## src/rtl/psc_pkg.sv

```systemverilog
`default_nettype none
// ----------------------------------------------------------------------------
// psc_pkg
// Shared types and codes of the packet sink classifier.
// ----------------------------------------------------------------------------
package psc_pkg;

  typedef enum logic [1:0] {
    KIND_PKT = 2'd0,
    KIND_ADD = 2'd1,
    KIND_REM = 2'd2,
    KIND_NOP = 2'd3
  } kind_t;

  typedef enum logic [2:0] {
    ST_DELIVERED = 3'd0,
    ST_DISCARDED = 3'd1,
    ST_BAD_CKSUM = 3'd2,
    ST_ADDED     = 3'd3,
    ST_BUSY      = 3'd4,
    ST_REMOVED   = 3'd5,
    ST_NOT_FOUND = 3'd6
  } status_t;

  // one rule entry as held in memory
  typedef struct packed {
    logic [15:0] ether_type;
    logic [7:0]  ip_proto;
    logic [31:0] host_ip;
    logic [31:0] peer_ip;
    logic [15:0] host_port;
    logic [15:0] peer_port;
    logic        own_ip;
    logic [2:0]  score;
    logic [31:0] stamp;
  } rule_t;

  // input beat, first field highest
  typedef struct packed {
    logic        match_own_ip;
    logic        checksum_ok;
    logic [1:0]  layers;
    logic [15:0] orig_port;
    logic [15:0] dest_port;
    logic [31:0] orig_ip;
    logic [31:0] dest_ip;
    logic [7:0]  ip_proto;
    logic [15:0] ether_type;
    logic [47:0] dest_mac;
    logic [2:0]  slot;
    logic [1:0]  kind;
  } in_beat_t;

  typedef struct packed {
    logic [31:0] bad_checksum_total;
    logic [31:0] discard_total;
    logic [31:0] rx_total;
    logic [31:0] hit_count;
    logic [2:0]  hit_slot;
    logic [2:0]  status;
  } out_beat_t;

  function automatic logic [2:0] score_of(input in_beat_t b);
    score_of = 3'(((b.dest_ip != '0) || b.match_own_ip) ? 1 : 0)
             + 3'((b.orig_ip != '0) ? 1 : 0) + 3'((b.dest_port != '0) ? 1 : 0)
             + 3'((b.orig_port != '0) ? 1 : 0) + 3'((b.ether_type != '0) ? 1 : 0)
             + 3'((b.ip_proto != '0) ? 1 : 0);
  endfunction

endpackage
`default_nettype wire

```

## src/rtl/psc_match.sv

```systemverilog
`default_nettype none
// ----------------------------------------------------------------------------
// psc_match
// Match of one stored rule against the packet held in the work register.
// ----------------------------------------------------------------------------
module psc_match (
  input  var psc_pkg::rule_t    rule,
  input  var psc_pkg::in_beat_t pkt,
  input  wire logic [31:0]      own_ipv4,
  output logic                  hit
);
  import psc_pkg::*;

  logic has_ip, has_ports;

  // test every criterion; zero means wildcard
  always_comb begin
    has_ip    = (pkt.layers != 2'd0);
    has_ports = pkt.layers[1];
    hit = 1'b1;
    if (rule.ether_type != '0 && rule.ether_type != pkt.ether_type) hit = 1'b0;
    if (rule.ip_proto != '0 && !(has_ip && rule.ip_proto == pkt.ip_proto)) hit = 1'b0;
    if (rule.host_ip != '0 && !(has_ip && rule.host_ip == pkt.dest_ip)) hit = 1'b0;
    if (rule.own_ip && !(has_ip && own_ipv4 != '0 && own_ipv4 == pkt.dest_ip)) hit = 1'b0;
    if (rule.peer_ip != '0 && !(has_ip && rule.peer_ip == pkt.orig_ip)) hit = 1'b0;
    if (rule.host_port != '0 && !(has_ports && rule.host_port == pkt.dest_port))
      hit = 1'b0;
    if (rule.peer_port != '0 && !(has_ports && rule.peer_port == pkt.orig_port))
      hit = 1'b0;
  end

endmodule
`default_nettype wire

```

## src/rtl/packet_sink_classifier.sv

```systemverilog
`default_nettype none
// ----------------------------------------------------------------------------
// packet_sink_classifier
// Receive classifier with a prioritised rule table held in memory.
// ----------------------------------------------------------------------------
// Each beat gives one result beat, except kind three, which is taken and
// dropped. Add and remove pass from idle to a state that decides on the
// valid bits and writes the rule, then to the state that presents the result,
// and back to idle once the result is taken; a packet dropped on its MAC or
// its checksum takes the same path. A packet that reaches the table scans the
// rule memory one slot per cycle over the single read port, then reads and
// writes back the hit count; that scan sets the rate. No new beat is taken
// until the result is taken, and a low out_tready holds the result. After
// reset the valid bits clear at once; no clearing pass.
module packet_sink_classifier #(
  parameter int unsigned SLOTS = 8
) (
  input  wire logic         clk,
  input  wire logic         rst_n,
  input  wire logic         in_tvalid,
  output logic              in_tready,
  // kind, slot, dest_mac, ether_type, ip_proto, dest_ip, orig_ip,
  // dest_port, orig_port, layers, checksum_ok, match_own_ip, pad
  input  wire logic [183:0] in_tdata,
  output logic              out_tvalid,
  input  wire logic         out_tready,
  // status, hit_slot, hit_count, rx_total, discard_total, bad_checksum_total
  output logic [135:0]      out_tdata,
  input  wire logic         cfg_we,
  input  wire logic [0:0]   cfg_index,
  input  wire logic [47:0]  cfg_wdata
);
  import psc_pkg::*;

  localparam int unsigned IW = (SLOTS > 1) ? $clog2(SLOTS) : 1;

  typedef enum logic [2:0] {S_IDLE, S_RD, S_EVAL, S_SCAN, S_HITRD, S_HITWR, S_OUT} state_t;

  state_t      state_r;
  in_beat_t    beat_r;
  logic [2:0]  status_r, hslot_r;
  logic [31:0] hcount_r;
  logic [47:0] own_mac_r;
  logic [31:0] own_ip_r;
  logic [31:0] stamp_r, rx_r, disc_r, bad_r;
  logic [SLOTS-1:0] valid_r;
  logic [IW:0]  idx_r;
  logic [IW-1:0] best_r;
  logic         found_r, rd_ok_r;
  logic [2:0]   bscore_r;
  logic [31:0]  bage_r;

  // rule and hit memories
  rule_t       rule_mem [SLOTS];
  logic [31:0] hit_mem  [SLOTS];
  rule_t       rule_rd_r;
  logic [31:0] hit_rd_r;
  logic        rule_we, hit_we;
  logic [IW-1:0] rd_addr, wr_addr;
  rule_t       rule_wd;
  logic [31:0] hit_wd;

  in_beat_t ib;
  logic     hit, slot_ok, mac_ok;
  logic [31:0] age;

  assign ib = in_beat_t'(in_tdata[176:0]);
  assign in_tready  = (state_r == S_IDLE);
  assign out_tvalid = (state_r == S_OUT);
  assign out_tdata  = {2'b00, bad_r, disc_r, rx_r, hcount_r, hslot_r, status_r};
  assign slot_ok = ({29'd0, beat_r.slot} < 32'(SLOTS));
  assign mac_ok  = (beat_r.dest_mac == own_mac_r) || beat_r.dest_mac[40];
  assign age     = stamp_r - rule_rd_r.stamp;

  psc_match u_match (.rule(rule_rd_r), .pkt(beat_r), .own_ipv4(own_ip_r), .hit(hit));

  // memory ports
  always_ff @(posedge clk) begin
    if (rule_we) rule_mem[wr_addr] <= rule_wd;
    if (hit_we)  hit_mem[wr_addr]  <= hit_wd;
    rule_rd_r <= rule_mem[rd_addr];
    hit_rd_r  <= hit_mem[rd_addr];
  end

  always_comb begin
    rd_addr = (state_r == S_SCAN) ? idx_r[IW-1:0] :
              (state_r == S_HITRD) ? best_r : IW'(beat_r.slot);
    wr_addr = (state_r == S_HITWR) ? best_r : IW'(beat_r.slot);
    rule_we = (state_r == S_EVAL) && beat_r.kind == KIND_ADD && slot_ok
              && !valid_r[IW'(beat_r.slot)];
    rule_wd = '{ether_type: beat_r.ether_type, ip_proto: beat_r.ip_proto,
                host_ip: beat_r.dest_ip, peer_ip: beat_r.orig_ip,
                host_port: beat_r.dest_port, peer_port: beat_r.orig_port,
                own_ip: beat_r.match_own_ip, score: score_of(beat_r), stamp: stamp_r};
    hit_we  = rule_we || (state_r == S_HITWR);
    hit_wd  = rule_we ? 32'd0 : hit_rd_r + 32'd1;
  end

  // sequencer
  always_ff @(posedge clk) begin
    if (!rst_n) begin
      state_r <= S_IDLE; valid_r <= '0; stamp_r <= '0; rx_r <= '0;
      disc_r <= '0; bad_r <= '0; own_mac_r <= '0; own_ip_r <= '0;
    end else begin
      if (cfg_we) begin
        if (cfg_index == 1'b0) own_mac_r <= cfg_wdata;
        else own_ip_r <= cfg_wdata[31:0];
      end
      unique case (state_r)
        S_IDLE: if (in_tvalid && ib.kind != KIND_NOP) begin
          beat_r <= ib; state_r <= S_EVAL; idx_r <= '0;
        end
        S_EVAL: begin
          hcount_r <= '0;
          case (beat_r.kind)
            KIND_ADD: begin
              hslot_r <= beat_r.slot; state_r <= S_OUT;
              if (rule_we) begin
                valid_r[IW'(beat_r.slot)] <= 1'b1; stamp_r <= stamp_r + 32'd1;
                status_r <= ST_ADDED;
              end else status_r <= ST_BUSY;
            end
            KIND_REM: begin
              hslot_r <= beat_r.slot; state_r <= S_OUT;
              if (slot_ok && valid_r[IW'(beat_r.slot)]) begin
                valid_r[IW'(beat_r.slot)] <= 1'b0; status_r <= ST_REMOVED;
              end else status_r <= ST_NOT_FOUND;
            end
            default: begin
              hslot_r <= '0;
              rx_r <= rx_r + 32'd1;
              if (!mac_ok) begin
                disc_r <= disc_r + 32'd1; status_r <= ST_DISCARDED; state_r <= S_OUT;
              end else if (!beat_r.checksum_ok) begin
                bad_r <= bad_r + 32'd1; status_r <= ST_BAD_CKSUM; state_r <= S_OUT;
              end else begin
                found_r <= 1'b0; rd_ok_r <= 1'b0; state_r <= S_SCAN;
              end
            end
          endcase
        end
        S_SCAN: begin
          // evaluate the slot read last cycle, issue the next read
          if (rd_ok_r && valid_r[IW'(idx_r - 1'b1)] && hit &&
              (!found_r || rule_rd_r.score > bscore_r ||
               (rule_rd_r.score == bscore_r && age < bage_r))) begin
            found_r <= 1'b1; best_r <= IW'(idx_r - 1'b1);
            bscore_r <= rule_rd_r.score; bage_r <= age;
          end
          rd_ok_r <= 1'b1;
          if (idx_r == (IW+1)'(SLOTS)) state_r <= S_HITRD;
          else idx_r <= idx_r + 1'b1;
        end
        S_HITRD: if (found_r) state_r <= S_HITWR;
          else begin
            disc_r <= disc_r + 32'd1; status_r <= ST_DISCARDED; state_r <= S_OUT;
          end
        S_HITWR: begin
          status_r <= ST_DELIVERED; hslot_r <= 3'(best_r);
          hcount_r <= hit_wd; state_r <= S_OUT;
        end
        S_OUT: if (out_tready) state_r <= S_IDLE;
        default: state_r <= S_IDLE;
      endcase
    end
  end

endmodule
`default_nettype wire
```

## config.mk

```make
export PLATFORM = sky130hd
export DESIGN_NAME = packet_sink_classifier
export DESIGN_NICKNAME = d
export VERILOG_FILES = /design/src/rtl/psc_pkg.sv /design/src/rtl/psc_match.sv /design/src/rtl/packet_sink_classifier.sv
export SDC_FILE = /design/constraint.sdc
export NUM_CORES = 2
export LEC_CHECK = 0
export BUFFER_PORTS_ARGS = -buffer_cell sky130_fd_sc_hd__buf_2
export CELL_PAD_IN_SITES_DETAIL_PLACEMENT = 0
export CELL_PAD_IN_SITES_GLOBAL_PLACEMENT = 1
export CORE_ASPECT_RATIO = 0.75
export CORE_MARGIN = 2
export CORE_UTILIZATION = 54
export DETAILED_ROUTE_END_ITERATION = 7
export PLACE_DENSITY_LB_ADDON = 0.12
export RECOVER_POWER = 25
export SLEW_MARGIN = 25
export SYNTH_ARGS = -nofsm -noshare
export SYNTH_HDL_FRONTEND = slang
export SYNTH_SLANG_ARGS = --single-unit
export TNS_END_PERCENT = 10
```

## constraint.sdc

```tcl
create_clock -name clk -period 28.6 [get_ports clk]
set_input_delay 5.72 -clock clk [delete_from_list [all_inputs] [get_ports clk]]
set_output_delay 5.72 -clock clk [all_outputs]
set_load 0.05 [all_outputs]
```

======== After elaboration in Yosys (flattened, before gate mapping) ========
Memories as Yosys holds them, arrays and structs flattened. A register that Yosys moved wholly into a read port is not among the register bits.
Cells that the tools add are included.
Widths: inputs -> output; s select.
cells by class
  reductions and logical operators ........ 72
  equality and inequality tests ........... 31
  bitwise logic cells ..................... 6
  multiplexer cells ....................... 61
  $lt $le $gt $ge ......................... 5
  $add $sub $neg .......................... 13
operators by type and width
  cell                   count
  $add 32x1->32 const B  5
  $reduce_bool 32->1     5
  $mux 32                4
  $pmux 32 s2            2
  $eq 32x32->1           3
  $reduce_bool 16->1     6
  $eq 48x48->1           1
  $mux 3                 14
  $eq 16x16->1           2
  $lt 32x32->1           1
  $sub 32x32->32         1
  $mux 1                 24
  $logic_and 1x1->1      22
  $reduce_and 4->1       5
  $ne 2x2->1 const B     9
  $pmux 3 s6             1
  $mux 8                 2
  $ne 16x16->1           1
  $pmux 8 s2             1
  $reduce_bool 8->1      2
  $pmux 3 s2             2
  $reduce_and 3->1       4
  $reduce_bool 2->1      6
  $add 3x2->3            3
  35 further kinds       62
word-level totals
  memories ................................ 2
  RAM bits ................................ 1,504
  bits in registers ....................... 478
  logic and storage cells ................. 219
memories
  memory    words  bits a word  read ports  clocked after Yosys merged registers in  wr ports  line                          RTL
  rule_mem  8      156          1           1                                        1         packet_sink_classifier.sv:54  rule_t rule_mem [SLOTS];
  hit_mem   8      32           1           1                                        1         packet_sink_classifier.sv:55  logic [31:0] hit_mem [SLOTS];

======== Logic depth before layout (Yosys ltp) ========
  depth in word-level cells ............... 14
  mapped depth ............................ 19
  depth with buffers taken out ............ 19

======== By module ========
Synthesis repeated with hierarchy kept, for this count alone.
second synthesis, totals
  cell total of the unflattened synthesis .. 7,195
  area, all modules ....................... 86,171.4 um^2
modules (own cells, without submodules)
  module                  times used  cells an instance  area each (um^2)
  packet_sink_classifier  1           6,934              84,162.0
  psc_match               1           261                2,009.4

======== Worst setup path before layout ========
Ideal clock, no wire load.
  kind .................................... input to register
  from .................................... input port rst_n
  to ...................................... register beat_r[0] (netlist bit) (enable)
  arrival time ............................ 13,539 ps
  buffers on the path ..................... 2
  path slack .............................. 14,343 ps
  library setup time ...................... 717 ps
  stages .................................. 4
  cells stage by stage .................... inv_1 clkbuf_1 buf_1 nor2_1
between the ends
  longest elaborated chain between the ends .. 1
RTL lines
  element                     line                           RTL
  from (decl)                 packet_sink_classifier.sv:19   input wire logic rst_n,
  $reduce_and 3->1 (no line)  -
  to (signal assigned)        packet_sink_classifier.sv:111  beat_r <= ib; state_r <= S_EVAL; idx_r <= '0;
  to (decl)                   packet_sink_classifier.sv:40   in_beat_t beat_r;
No other way between the ends.
A chain may end at the register's enable or synchronous reset.

======== Worst setup path in the final report ========
  from .................................... register state_r[0]
  to ...................................... output port out_tvalid
between the ends
  longest elaborated chain between the ends .. 1
RTL lines
  element                 line                           RTL
  from (decl)             packet_sink_classifier.sv:39   state_t state_r;
  from (signal assigned)  packet_sink_classifier.sv:102  state_r <= S_IDLE; valid_r <= '0; stamp_r <= '0; rx_r <= '0;
  from (signal assigned)  packet_sink_classifier.sv:111
  from (signal assigned)  packet_sink_classifier.sv:117  hslot_r <= beat_r.slot; state_r <= S_OUT;
  $eq 3x3->1              packet_sink_classifier.sv:69   assign out_tvalid = (state_r == S_OUT);
  to (decl)               packet_sink_classifier.sv:25   output logic out_tvalid,
No other way between the ends.

==> results.sh <==
export IMPL_die_h_um=350
export IMPL_fin_skew_ns=0.0379
export IMPL_clockBufferDepth=3
export IMPL_max_stage_delay_ns=0.75
export IMPL_whs_ns=0.454
export IMPL_vias=54500
export IMPL_finalCritPeriodShare_pct=27.9
export IMPL_synthSimpleGateAreaFrac_pct=14.8
export IMPL_status="finished clean"
export IMPL_synth_edf_count=1763
export IMPL_leakage_nw=35.0
export IMPL_power_frac_comb_pct=11.6
export IMPL_dp_hpwl_mm=112
export IMPL_final_cell_mix="nand2_1 (2137), edfxtp_1 (1763), a21oi_1 (507), dfxtp_1 (407), buf_2 (366)"
export IMPL_clock_sinks=2170
export IMPL_pin_count=376
export IMPL_ir_drop_uv=86.5
export IMPL_cts_setup_buffers=0
export IMPL_cp_depth=3
export IMPL_antenna_found_initial=25
export IMPL_synth_ff_type="edfxtp_1"
export IMPL_grt_first_pass_wirelength_mm=308
export IMPL_place_area_um2=90100
export IMPL_fin_crit_ns=7.98
export IMPL_worstMarginPinSlew_ns=1.14
export IMPL_crit_buf_inv=2
export IMPL_cts_tree="done"
export IMPL_end_kind="primary output"
export IMPL_ys_seq_elements=2170
export IMPL_async_flop_share_pct=0
export IMPL_p_clk_share_pct=37.9
export IMPL_vias_per_cell=5.60
export IMPL_powerDensity_nw_per_um2=75.2
export IMPL_p_seq_share_pct=50.5
export IMPL_critPathLaunch="state_r[0]"
export IMPL_p_sw_mw=1.86
export IMPL_slew_headroom_pct=24.0
export IMPL_rrSetupSlack_ns=22.65
export IMPL_cts_clk_slew_worst_paths_ns=0.07
export IMPL_finalWorstSetupSlack_ns=20.62
export IMPL_criticalPathCategory="flop to primary output"
export IMPL_synth_cell_type_count=69
export IMPL_dieWidth_um=465
export IMPL_synth_area_um2=86100
export IMPL_synthMuxAreaShare_pct=0.302
export IMPL_layout_drive_gt1_share_pct=10.6
export IMPL_firstDrtPassIters=5
export IMPL_crit_family="flip-flops"
export IMPL_hold_viol=0
export IMPL_synth_area_per_cell_um2=12.0
export IMPL_hold_buffers=0
export IMPL_clock_latency_ns=0.84
export IMPL_drv_cap=0
export IMPL_wl_mm=202
export IMPL_grt_max_degree=207
export IMPL_synth_compound_area_share_pct=6.90
export IMPL_design_area_um2=97000
export IMPL_final_antenna_net_count=0
export IMPL_avgRoutedWirePerCell_um=20.7
export IMPL_synth_seq_area_share_pct=71.0
export IMPL_cts_max_level=4
export IMPL_port_buffer_count=366
export IMPL_critical_path_endpoint="out_tvalid"
export IMPL_dp_worst_setup_slack_ns=20.02
export IMPL_swShare_pct=25.5
export IMPL_root_buffer="clkbuf_16"
export IMPL_ctsResizeCount=0
export IMPL_ys_warn_count=0
export IMPL_internal_power_mw=5.43
export IMPL_cpMaxStageDelayCell="dfxtp_1"
export IMPL_crit_required_ns=22.88
export IMPL_worstHoldPathType="flop to flop"
export IMPL_first_global_vias=51900
export IMPL_reg2regPathDepth=10
export IMPL_die_area_um2=163000
export IMPL_fp_row_count=126
export IMPL_drt_iter0_drc=5000
export IMPL_setup_viol=0
export IMPL_route_detailed_drc=0
export IMPL_synthCells=7174
export IMPL_synth_xor_area_share_pct=3.61
export IMPL_rsz0062_at_grt="false"
export IMPL_grt_ovfl_total=0
export IMPL_synthAdderAreaFrac_pct=1.18
export IMPL_critPathLaunchType="flop"
export IMPL_slew_viol_final=0
export IMPL_grtUsageTotal_pct=24.5
export IMPL_cts_buffers_inserted=204
export IMPL_core_area_um2=158000
export IMPL_syn_to_final_growth_pct=12.7
export IMPL_arrival_ns=2.26
export IMPL_path_cells="inv_1, and3_1, buf_2"
export IMPL_r2r_end="hit_rd_r[2]"
export IMPL_fin_tns_setup_ns=0
export IMPL_synth_top_family_by_area="simple AND/OR/NAND/NOR gates"
export IMPL_crit_reg2reg_launch="state_r[2]"
export IMPL_nets=7764
export IMPL_worstPathMaxFanout=17
export IMPL_start_util_pct=54.6
export IMPL_final_common_cell="nand2_1"
export IMPL_gp_congestion=0.813
export IMPL_fmax_mhz=125
logic make-up (layout without fill, tap and decap cells):
| kind of cell | Yosys count | count (layout) |
|---|---|---|
| adder cells (fa/ha/maj) | 79 | 79 |
| AND/OR/NAND/NOR | 3030 | 3030 |
| buffers and inverters | 488 | 940 |
| XOR/XNOR | 355 | 355 |
| other | 1 | 9 |
| multiplexers | 21 | 21 |
| AO/OA/AOI/OAI | 1030 | 1030 |
| flip-flops | 2170 | 2170 |
cell usage after synthesis, types with 6 or more instances:
cell,instances,area share [%]
nand2b_1,18,0.13
inv_1,109,0.48
buf_2,42,0.24
a221oi_1,6,0.061
nor4b_1,8,0.081
and4_1,18,0.18
dfxtp_1,407,9.5
nor3_1,69,0.40
nor2_1,220,0.96
nand2_1,2138,9.3
a21o_1,14,0.12
o21a_1,7,0.061
or3_1,16,0.12
a21oi_1,508,3.0
nand4_1,83,0.60
a211oi_1,11,0.096
or2_2,6,0.044
edfxtp_1,1763,61
clkbuf_1,297,1.3
and2_1,13,0.094
mux2i_1,17,0.20
and3_1,28,0.20
buf_1,36,0.16
xnor2_1,222,2.3
nor2b_1,13,0.094
xor2_1,133,1.4
o211ai_1,195,1.7
o21ai_0,224,1.3
nor4_1,121,0.88
nand3_1,259,1.5
a31oi_1,15,0.11
ha_1,75,1.1
a211o_1,6,0.061
o21bai_1,7,0.061
worst min path at each step:
stage	from	endpoint	slack, ns	cells after the start
2_1_floorplan	rule_rd_r[32]	bscore_r[0]	0.41	0
3_3_place_gp	own_mac_r[29]	own_mac_r[29]	0.46	2
3_5_place_dp	own_mac_r[43]	own_mac_r[43]	0.46	2
4_1_cts	own_mac_r[43]	own_mac_r[43]	0.47	2
5_1_grt	rule_rd_r[34]	bscore_r[2]	0.47	0
6_report	rule_rd_r[34]	bscore_r[2]	0.45	0
worst reg2reg max path, cell delays in order, from the launching register on:
cell and delay, ns:
dfxtp_1 0.73, inv_1 0.25, o21ai_0 0.49, a221o_4 0.81, buf_4 0.91, buf_4 0.95
buf_4 0.89, nand2_1 0.15, a21oi_1 0.16, a21oi_1 0.07, o21ai_0 0.41
area by class of cell:
cell class / instances / area, um2
fillers: 12300 / 60800
well taps: 2112 / 2640
diodes: 7 / 17.5
repair buffers: 445 / 2640
multi-input cells: 4517 / 23300
inverters: 109 / 414
clock inverters: 93 / 1010
flip-flops and latches: 2170 / 61100
clock buffers: 293 / 5870
metal layers:
layer | global-route usage (%) | wire [um] | up-vias
met4 | 6.22 | 3990 | 22
met3 | 4.77 | 12800 | 292
met1 | 36.7 | 94700 | 26700
met2 | 36.8 | 90400 | 1484
li1 | - | - | 26000
met5 | 0 | 111 | -
through the flow:
stage               utilization, %  power, mW  instances
floorplan                        -       4.32       7175
global placement              57.0       4.57       9348
detailed placement            57.1       4.59       9351
CTS                           61.4       7.34       9737
global route                  61.5       7.58       9743
finish                        61.5       7.30       9746
power by group through the flow:
stage	Sequential [mW]	Combinational, mW	Clock, mW
after CTS	3.68	0.848	2.81
after global routing	3.69	0.950	2.93
final	3.68	0.847	2.77
after floorplan	3.72	0.601	0
after global placement	3.74	0.831	0
after detailed placement	3.75	0.841	0
state kept, by name, summed over array words and instances, names as in the netlist, 48 cells and up, named ones only:
name / cells
own_mac_r: 48
rule_rd_r: 156
beat_r: 177
hit_mem: 256
rule_mem: 1248
Power figures use the tool's default switching activity.
